**src/sjog_pkg.sv**
```systemverilog
// shared types, constants and opcodes for the stepper jog step generator
// depends on nothing; every other file of the block imports it
package sjog_pkg;

	// jog update rate and the widths that follow from it
	localparam int TICKS_PER_SECOND = 1000;
	localparam int SPD_W = 16;
	localparam int POS_W = 32;
	localparam int CNT_W = 31;
	localparam int MS_W  = 32;

	// reciprocal for splitting a speed into whole and partial steps per tick
	localparam int REC_S   = SPD_W + $clog2(TICKS_PER_SECOND);
	localparam int REC_K_W = SPD_W + 1;
	localparam longint unsigned REC_K =
		((64'd1 << REC_S) + 64'(TICKS_PER_SECOND) - 64'd1) / 64'(TICKS_PER_SECOND);

	// whole steps per tick, remainder per tick, accumulated quotient
	localparam int A_RAW = SPD_W + 1 - $clog2(TICKS_PER_SECOND + 1);
	localparam int A_W   = (A_RAW < 1) ? 1 : A_RAW;
	localparam int R_RAW = $clog2(TICKS_PER_SECOND);
	localparam int R_W   = (R_RAW < 1) ? 1 : R_RAW;
	localparam int Q_W   = SPD_W + MS_W + 1 - $clog2(TICKS_PER_SECOND + 1);
	localparam int TGT_W = ((Q_W > POS_W) ? Q_W : POS_W) + 2;

	// config register indexes
	localparam int CFG_IDX_W = 3;
	typedef enum logic [CFG_IDX_W-1:0] {
		CFG_MAX_SPEED  = 3'd0,
		CFG_RETRACT    = 3'd1,
		CFG_DIR_FLIP   = 3'd2,
		CFG_KEEP_POWER = 3'd3,
		CFG_EN_POL     = 3'd4
	} cfg_idx_e;

	// command opcodes
	typedef enum logic [3:0] {
		OP_TICK      = 4'd0,
		OP_SET_SPEED = 4'd1,
		OP_START_JOG = 4'd2,
		OP_STOP_JOG  = 4'd3,
		OP_LIMIT     = 4'd4,
		OP_CLR_LIMIT = 4'd5,
		OP_STEP      = 4'd6,
		OP_SET_POS   = 4'd7,
		OP_SET_DIR   = 4'd8
	} op_e;

	// command word
	typedef struct packed {
		logic [3:0]              opcode;
		logic signed [POS_W-1:0] value;
	} cmd_t;

	// result word
	typedef struct packed {
		logic [CNT_W-1:0]        step_count;
		logic                    direction_pin;
		logic signed [POS_W-1:0] position;
		logic                    limit_active;
		logic                    jog_active;
		logic                    enable_pin;
		logic                    accepted;
	} res_t;

	// configuration registers
	typedef struct packed {
		logic [SPD_W-1:0] max_speed_steps;
		logic [SPD_W-1:0] retraction_steps;
		logic             direction_flipped;
		logic             keep_powered;
		logic             enable_polarity;
	} cfg_t;

	// keep_powered write also forces the driver enable
	typedef struct packed {
		logic we;
		logic val;
	} kp_wr_t;

	// decoded set-speed command
	typedef struct packed {
		logic           ok;
		logic           neg;
		logic [A_W-1:0] whole;
		logic [R_W-1:0] part;
	} spd_t;

endpackage

```
**src/stepper_jog_step_generator.sv**
```systemverilog
// top level: command register, config registers and result register
// depends on sjog_pkg and sjog_core
// a command is held in the command register, then its result word is loaded into the
// result register, where it is kept for as long as res_stall holds it
// throughput: one command per cycle while res_stall is low; the whole update, including the jog
// target add and clamp, runs in one pass from command to result register
// reset: asynchronous, all motor state and flags clear, config takes defaults
module stepper_jog_step_generator (
	input  logic                          clk,
	input  logic                          arst_n,
	input  logic                          cmd_valid,
	output logic                          cmd_stall,
	input  sjog_pkg::cmd_t                cmd,
	output logic                          res_valid,
	input  logic                          res_stall,
	output sjog_pkg::res_t                res,
	input  logic                          cfg_we,
	input  logic [sjog_pkg::CFG_IDX_W-1:0] cfg_index,
	input  logic [sjog_pkg::SPD_W-1:0]    cfg_data
);
	import sjog_pkg::*;

	logic   vld_s1;
	cmd_t   cmd_s1;
	logic   adv;
	res_t   res_c;
	res_t   res_q;
	logic   res_vld_q;
	cfg_t   cfg_q;
	kp_wr_t kp_wr;

	// command moves on when the result register is free or being taken
	always_comb begin
		adv = vld_s1 && (!res_vld_q || !res_stall);
		cmd_stall = vld_s1 && !adv;
		kp_wr.we = cfg_we && (cfg_index == CFG_KEEP_POWER);
		kp_wr.val = cfg_data[0];
	end

	// command register
	always_ff @(posedge clk or negedge arst_n) begin
		if (!arst_n) begin
			vld_s1 <= 1'b0;
		end else if (cmd_valid && !cmd_stall) begin
			vld_s1 <= 1'b1;
		end else if (adv) begin
			vld_s1 <= 1'b0;
		end
	end

	always_ff @(posedge clk) begin
		if (cmd_valid && !cmd_stall) begin
			cmd_s1 <= cmd;
		end
	end

	// config registers
	always_ff @(posedge clk or negedge arst_n) begin
		if (!arst_n) begin
			cfg_q.max_speed_steps <= SPD_W'(1000);
			cfg_q.retraction_steps <= SPD_W'(100);
			cfg_q.direction_flipped <= 1'b0;
			cfg_q.keep_powered <= 1'b0;
			cfg_q.enable_polarity <= 1'b0;
		end else if (cfg_we) begin
			unique case (cfg_index)
				CFG_MAX_SPEED:  cfg_q.max_speed_steps <= cfg_data;
				CFG_RETRACT:    cfg_q.retraction_steps <= cfg_data;
				CFG_DIR_FLIP:   cfg_q.direction_flipped <= cfg_data[0];
				CFG_KEEP_POWER: cfg_q.keep_powered <= cfg_data[0];
				CFG_EN_POL:     cfg_q.enable_polarity <= cfg_data[0];
				default: begin
				end
			endcase
		end
	end

	sjog_core u_core (
		.clk    (clk),
		.arst_n (arst_n),
		.adv    (adv),
		.cmd    (cmd_s1),
		.cfg    (cfg_q),
		.kp_wr  (kp_wr),
		.res    (res_c)
	);

	// result register
	always_ff @(posedge clk or negedge arst_n) begin
		if (!arst_n) begin
			res_vld_q <= 1'b0;
		end else if (adv) begin
			res_vld_q <= 1'b1;
		end else if (!res_stall) begin
			res_vld_q <= 1'b0;
		end
	end

	always_ff @(posedge clk) begin
		if (adv) begin
			res_q <= res_c;
		end
	end

	assign res_valid = res_vld_q;
	assign res = res_q;

endmodule

```
**src/sjog_speed_div.sv**
```systemverilog
// set-speed decode: magnitude check and split into steps per tick
// depends on sjog_pkg
module sjog_speed_div (
	input  logic signed [sjog_pkg::POS_W-1:0] value,
	input  logic [sjog_pkg::SPD_W-1:0]        max_speed,
	output sjog_pkg::spd_t                    spd
);
	import sjog_pkg::*;

	localparam logic [REC_K_W-1:0] K = REC_K_W'(REC_K);

	logic [POS_W-1:0]         mag;
	logic [SPD_W-1:0]         m;
	logic [SPD_W+REC_K_W-1:0] prod;
	logic [A_W-1:0]           whole;
	logic [SPD_W-1:0]         whole_t;

	// magnitude as unsigned, most negative value included
	always_comb begin
		mag = value[POS_W-1] ? POS_W'(-value) : POS_W'(value);
		m = mag[SPD_W-1:0];
	end

	// divide by ticks per second through the reciprocal, then remainder
	always_comb begin
		prod = (SPD_W+REC_K_W)'(m) * (SPD_W+REC_K_W)'(K);
		whole = A_W'(prod >> REC_S);
		whole_t = SPD_W'(SPD_W'(whole) * SPD_W'(TICKS_PER_SECOND));
		spd.ok = (mag <= POS_W'(max_speed));
		spd.neg = value[POS_W-1];
		spd.whole = whole;
		spd.part = R_W'(m - whole_t);
	end

endmodule

```
**src/sjog_core.sv**
```systemverilog
// motor state and per-command update for the jog step generator
// depends on sjog_pkg and sjog_speed_div
module sjog_core (
	input  logic             clk,
	input  logic             arst_n,
	input  logic             adv,
	input  sjog_pkg::cmd_t   cmd,
	input  sjog_pkg::cfg_t   cfg,
	input  sjog_pkg::kp_wr_t kp_wr,
	output sjog_pkg::res_t   res
);
	import sjog_pkg::*;

	localparam logic signed [TGT_W-1:0] TGT_MAX = TGT_W'(64'sd2147483647);
	localparam logic signed [TGT_W-1:0] TGT_MIN = TGT_W'(-64'sd2147483648);

	// state: speed is kept as sign, whole and partial steps per tick
	logic [POS_W-1:0] pos_q, seg_q;
	logic [MS_W-1:0]  ms_q;
	logic             sneg_q;
	logic [A_W-1:0]   whole_q;
	logic [R_W-1:0]   part_q;
	logic [Q_W-1:0]   quo_q;
	logic [R_W-1:0]   rem_q;
	logic             chg_q, jog_q, lim_q, dir_q, en_q;

	logic [POS_W-1:0] pos_n, seg_n;
	logic [MS_W-1:0]  ms_n;
	logic             sneg_n;
	logic [A_W-1:0]   whole_n;
	logic [R_W-1:0]   part_n;
	logic [Q_W-1:0]   quo_n;
	logic [R_W-1:0]   rem_n;
	logic             chg_n, jog_n, lim_n, dir_n, en_n;

	spd_t spd;

	logic [R_W:0]              rsum;
	logic                      carry;
	logic [R_W-1:0]            rem_t;
	logic [Q_W-1:0]            quo_t;
	logic [POS_W-1:0]          seg_t;
	logic [MS_W-1:0]           ms_t;
	logic signed [TGT_W-1:0]   offs, tgt_w;
	logic [POS_W-1:0]          tgt;
	logic signed [POS_W:0]     diff;
	logic [POS_W:0]            dmag;
	logic [CNT_W-1:0]          tick_cnt;
	logic [SPD_W:0]            retr;
	logic [CNT_W-1:0]          steps;
	logic                      acc;

	sjog_speed_div u_div (
		.value     (cmd.value),
		.max_speed (cfg.max_speed_steps),
		.spd       (spd)
	);

	// jog target for a tick: restart segment, add one tick of travel, or hold once the tick count saturates
	always_comb begin
		rsum = {1'b0, rem_q} + (R_W+1)'(part_q);
		carry = (rsum >= (R_W+1)'(TICKS_PER_SECOND));
		if (chg_q) begin
			seg_t = pos_q;
			ms_t = '0;
			quo_t = '0;
			rem_t = '0;
		end else if (&ms_q) begin
			seg_t = seg_q;
			ms_t = ms_q;
			quo_t = quo_q;
			rem_t = rem_q;
		end else begin
			seg_t = seg_q;
			ms_t = ms_q + MS_W'(1);
			quo_t = quo_q + Q_W'(whole_q) + Q_W'(carry);
			rem_t = carry ? R_W'(rsum - (R_W+1)'(TICKS_PER_SECOND)) : R_W'(rsum);
		end
		offs = sneg_q ? -TGT_W'(quo_t) : TGT_W'(quo_t);
		tgt_w = {{(TGT_W-POS_W){seg_t[POS_W-1]}}, seg_t} + offs;
		if (tgt_w > TGT_MAX) begin
			tgt = POS_W'(TGT_MAX);
		end else if (tgt_w < TGT_MIN) begin
			tgt = POS_W'(TGT_MIN);
		end else begin
			tgt = POS_W'(tgt_w);
		end
		diff = {tgt[POS_W-1], tgt} - {pos_q[POS_W-1], pos_q};
		dmag = diff[POS_W] ? (POS_W+1)'(-diff) : (POS_W+1)'(diff);
		tick_cnt = (|dmag[POS_W:CNT_W]) ? {CNT_W{1'b1}} : dmag[CNT_W-1:0];
	end

	// next state per opcode
	always_comb begin
		pos_n = pos_q;
		seg_n = seg_q;
		ms_n = ms_q;
		sneg_n = sneg_q;
		whole_n = whole_q;
		part_n = part_q;
		quo_n = quo_q;
		rem_n = rem_q;
		chg_n = chg_q;
		jog_n = jog_q;
		lim_n = lim_q;
		dir_n = dir_q;
		en_n = en_q;
		steps = '0;
		acc = 1'b0;
		retr = (SPD_W+1)'(cfg.retraction_steps) + (SPD_W+1)'(1);
		unique case (cmd.opcode)
			OP_TICK: begin
				if (jog_q) begin
					seg_n = seg_t;
					ms_n = ms_t;
					quo_n = quo_t;
					rem_n = rem_t;
					chg_n = 1'b0;
					if (diff != '0) begin
						dir_n = diff[POS_W];
						if (!lim_q) begin
							pos_n = tgt;
							steps = tick_cnt;
						end
					end
				end
			end
			OP_SET_SPEED: begin
				if (spd.ok) begin
					sneg_n = spd.neg;
					whole_n = spd.whole;
					part_n = spd.part;
					chg_n = 1'b1;
					acc = 1'b1;
				end
			end
			OP_START_JOG: begin
				jog_n = 1'b1;
				sneg_n = 1'b0;
				whole_n = '0;
				part_n = '0;
				chg_n = 1'b1;
				en_n = 1'b1;
			end
			OP_STOP_JOG: begin
				jog_n = 1'b0;
				if (!cfg.keep_powered) begin
					en_n = 1'b0;
				end
			end
			OP_LIMIT: begin
				lim_n = 1'b1;
				dir_n = ~dir_q;
				steps = CNT_W'(retr);
				pos_n = dir_n ? pos_q - POS_W'(retr) : pos_q + POS_W'(retr);
			end
			OP_CLR_LIMIT: begin
				lim_n = 1'b0;
			end
			OP_STEP: begin
				if (!lim_q) begin
					pos_n = dir_q ? pos_q - POS_W'(1) : pos_q + POS_W'(1);
					steps = CNT_W'(1);
				end
			end
			OP_SET_POS: begin
				pos_n = POS_W'(cmd.value);
			end
			OP_SET_DIR: begin
				dir_n = (cmd.value != '0);
			end
			default: begin
			end
		endcase
	end

	// result reports the state after the command
	always_comb begin
		res.step_count = steps;
		res.direction_pin = dir_n ^ cfg.direction_flipped;
		res.position = pos_n;
		res.limit_active = lim_n;
		res.jog_active = jog_n;
		res.enable_pin = ~(en_n ^ cfg.enable_polarity);
		res.accepted = acc;
	end

	// control state
	always_ff @(posedge clk or negedge arst_n) begin
		if (!arst_n) begin
			pos_q <= '0;
			seg_q <= '0;
			ms_q <= '0;
			sneg_q <= 1'b0;
			whole_q <= '0;
			part_q <= '0;
			quo_q <= '0;
			rem_q <= '0;
			chg_q <= 1'b0;
			jog_q <= 1'b0;
			lim_q <= 1'b0;
			dir_q <= 1'b0;
			en_q <= 1'b0;
		end else if (kp_wr.we) begin
			en_q <= kp_wr.val;
		end else if (adv) begin
			pos_q <= pos_n;
			seg_q <= seg_n;
			ms_q <= ms_n;
			sneg_q <= sneg_n;
			whole_q <= whole_n;
			part_q <= part_n;
			quo_q <= quo_n;
			rem_q <= rem_n;
			chg_q <= chg_n;
			jog_q <= jog_n;
			lim_q <= lim_n;
			dir_q <= dir_n;
			en_q <= en_n;
		end
	end

`ifndef NO_ASSERTIONS
	// partial-step remainder stays below one full step
	a_rem_range: assert property (@(posedge clk) disable iff (!arst_n)
		rem_q < R_W'(TICKS_PER_SECOND) || TICKS_PER_SECOND == 1)
		else $error("jog remainder out of range");

	// a tick never moves the motor while the limit flag is set
	a_tick_limit: assert property (@(posedge clk) disable iff (!arst_n)
		adv && !kp_wr.we && cmd.opcode == OP_TICK && lim_q |=> $stable(pos_q))
		else $error("tick moved position under limit");

	// a single step moves exactly one step in the current direction
	a_single_step: assert property (@(posedge clk) disable iff (!arst_n)
		adv && !kp_wr.we && cmd.opcode == OP_STEP && !lim_q |=>
		(pos_q - $past(pos_q)) == ($past(dir_q) ? {POS_W{1'b1}} : POS_W'(1)))
		else $error("single step moved wrong amount");
`endif

endmodule
```
**config.mk**
```make
export PLATFORM = sky130hd
export DESIGN_NAME = stepper_jog_step_generator
export DESIGN_NICKNAME = d
export VERILOG_FILES = /design/src/sjog_pkg.sv /design/src/stepper_jog_step_generator.sv /design/src/sjog_speed_div.sv /design/src/sjog_core.sv
export SDC_FILE = /design/constraint.sdc
export NUM_CORES = 1
export LEC_CHECK = 0
export BUFFER_PORTS_ARGS = -buffer_cell sky130_fd_sc_hd__buf_4
export CORE_UTILIZATION = 37
export CTS_CLUSTER_DIAMETER = 60
export CTS_CLUSTER_SIZE = 12
export DETAILED_ROUTE_END_ITERATION = 7
export PLACE_DENSITY = 0.56
export SETUP_SLACK_MARGIN = 0.1
export SLEW_MARGIN = 20
export SYNTH_ARGS = -nofsm -noshare
export SYNTH_HDL_FRONTEND = slang
export SYNTH_SLANG_ARGS = --single-unit
export TNS_END_PERCENT = 100
```
**constraint.sdc**
```tcl
create_clock -name clk -period 14.1 [get_ports clk]
set_input_delay 0.705 -clock clk [delete_from_list [all_inputs] [get_ports clk]]
set_output_delay 0.705 -clock clk [all_outputs]
set_load 0.02 [all_outputs]
```
==> impl_metrics.toml <==
[sta]
rsz0062_at_grt = "false"
fin_crit_ps = 13260
hold_violations = 0
fmax_mhz = 75.4
fin_worst_skew_ps = 28.3
post-route-period-util_pct = 94.0
setup_viol = 0
drv_slew = 0
relSlewSlack_pct = 26.1
worst_pin_slew_ps = 1110

[job]
maxCapViolations = 0

[cts]
clk_pin_slew_ps = 60
clock-sinks = 309
cts_max_path_buffers = 3
cts_buffers = 39
cts_max_level = 2
cts_root_buf = "clkbuf_16"
insertion_delay_ps = 590
tritoncts = "yes"
postCtsHoldBufs = 0

[final_layout]
drive_gt1_share_pct = 12.6
stdcell_count = 4932
fin_nets = 4249
area_growth_pct = 12.9
antennaDiodeCount = 0

[synth]
synthAdderAreaFrac_pct = 15.8
synth_compound_area_share_pct = 23.9
synth_async_sr_flop_share_pct = 66.3
synthFlopType = "dfrtp_1"
synth-edff-count = 104
synth_nets = 4133
synth-xor-area-share_pct = 8.10
synth.distinct_cells = 105
synthCells = 3708
syn_area_per_cell_um2 = 8.42
synthSimpleGateAreaFrac_pct = 17.2
ys_seq_area_share_pct = 26.5
muxShareOfSynthArea_pct = 3.69
synth_warnings = 0
syn_area_mm2 = 0.0312
synth_top_family_by_area = "compound AO/OA/AOI/OAI gates"
ys_seq_elements = 309

[floorplan]
ioPinCount = 130
die-area_mm2 = 0.0855
fp.dieH_um = 292
start_util_pct = 37.4
rows = 106
fp.dieW_um = 292
core_mm2 = 0.0836

[route]
ant_nets = 0
first_pass_iters = 6
via_count = 28923
drt-initial-drc-count = 2856
postRouteWirelength_um = 111000
vias_per_cell = 5.86
post_drt_wl_per_cell_um = 22.4
route.detailed.drc = 0

[placed_design]
numPortBuffers = 129
place_inst = 4855
gp_congestion = 0.962
dp_hpwl_um = 84600

[global_route]
top_usage_layer = "met2"
grt_usage_pct = 25.4
grt_pass1_vias = 27135
met2_usage_pct = 37.5
met3_usage_pct = 2.93
grt_pass1_wl_um = 168000
use_met1_pct = 36.7
grt_start_max_net_pins = 89
antenna_found_initial = 3
grt-ovfl-total = 0

[worst_hold_path]
hold_path.class = "primary input to async pin"

[worst_setup_path]
cp.required_ps = 14490
r2r_slack_ps = 840
cp.arrival_ps = 13650
startpoint_type = "register"
worst_r2r_path_depth = 54
setup.worst_path.end_class = "register"
cp_max_fo = 18
crit_top_cell = "buf_4"
crit_type = "register to register"
timing.rr.start = "u_core.rem_q[0]"
reg2reg_to = "res[27]"
slowest_stage = "or4bb_4"
max_stage_delay_ps = 640

[status]
status = "completed"
==> timing repair <==
action	4_1_cts	5_1_grt
setup endpoints to repair	62	97
pin swaps	2	9
resized for setup	2	56
buffers inserted	1	7
cloned	0	0
==> synth_stat cells (50+ instances only) <==
| cell | number | share of area [%] |
|---|---|---|
| nand2_1 | 364 | 4.4 |
| ha_1 | 317 | 13 |
| a21oi_1 | 303 | 4.9 |
| o21ai_0 | 263 | 4.2 |
| nor2_1 | 257 | 3.1 |
| inv_1 | 220 | 2.6 |
| dfrtp_1 | 196 | 16 |
| xnor2_1 | 171 | 4.8 |
| clkbuf_1 | 137 | 1.6 |
| xor2_1 | 112 | 3.1 |
| edfxtp_1 | 104 | 10 |
| mux2_2 | 85 | 3.1 |
| a21o_1 | 83 | 2.0 |
| nand3_1 | 77 | 1.2 |
| nor3_1 | 62 | 0.99 |
| o31ai_1 | 51 | 1.2 |
| nand4_1 | 50 | 1.0 |
==> through the flow <==
step	setup slack, ps	TNS, ps	area (um^2)	hold WS, ps	utilization, %
global placement	70.3	0	33700	461	40.4
finish	842	0	35200	143	42.2
CTS	97.8	0	35000	175	41.9
floorplan	563	0	31200	409	-
global route	97.4	0	35200	199	42.2
detailed placement	-79.2	-785	33700	471	40.4
==> layout make-up <==
class,instances,area [um^2]
fill,8431,48300
clock inverter,18,173
clock buffer,51,1050
multi-input combinational,3013,21700
timing repair buffer,239,1810
tap,1080,1350
inverter,222,833
sequential,309,8270
==> how the worst max path moves through the flow <==
stage                     slack, ps  cells past startpoint              from      end
after floorplan                 560                     55   u_core.rem_q[0]   res[8]
after global placement           70                     56  u_core.part_q[0]  res[44]
after detailed placement        -80                     54   u_core.rem_q[0]  res[39]
after CTS                       100                     51   u_core.rem_q[0]  res[39]
after global routing            100                     58   u_core.rem_q[0]  res[27]
final                           840                     54   u_core.rem_q[0]  res[27]
==> worst max-delay path: cells and delay by family (launching register included) <==
family / cells / cell delay, ps
compound gates: 26 / 6100
simple gates: 13 / 3180
fa+ha+maj: 6 / 1850
buf+inv: 7 / 1050
xor+xnor: 2 / 490
flops: 1 / 360
==> registers in the layout (all words and copies together), names as in the netlist, 7 cells and up <==
signal / flops
u_core.part_q: 10
u_core.whole_q: 7
u_core.quo_q: 39
cmd_s1: 36
u_core.pos_q: 32
cfg_q: 35
res: 68
u_core.ms_q: 32
u_core.seg_q: 32
u_core.rem_q: 10
==> metal layers <==
layer	vias to the layer above	share of wire, %
met2	1026	42
met3	203	6.5
met1	13854	47
li1	13840	-
met4	0	5.2
met5	-	0
==> cell families after synthesis <==
family	after synthesis
compound gates	1151
simple gates	1108
buf+inv	386
fa+ha+maj	365
flops	309
xor+xnor	285
mux	104
==> cells in the final DEF (no fill, tap or decap), types with 60 or more instances in the layout <==
cell	n
nand2_1	363
ha_1	313
a21oi_1	294
o21ai_0	256
nor2_1	254
buf_4	236
inv_1	220
dfrtp_1	194
xnor2_1	171
xor2_1	112
edfxtp_1	104
mux2_2	85
a21o_1	83
nand3_1	75
nor3_1	60
Power is not shown: default switching activity piles up to over one toggle a cycle in this logic, so the estimate is an artifact.
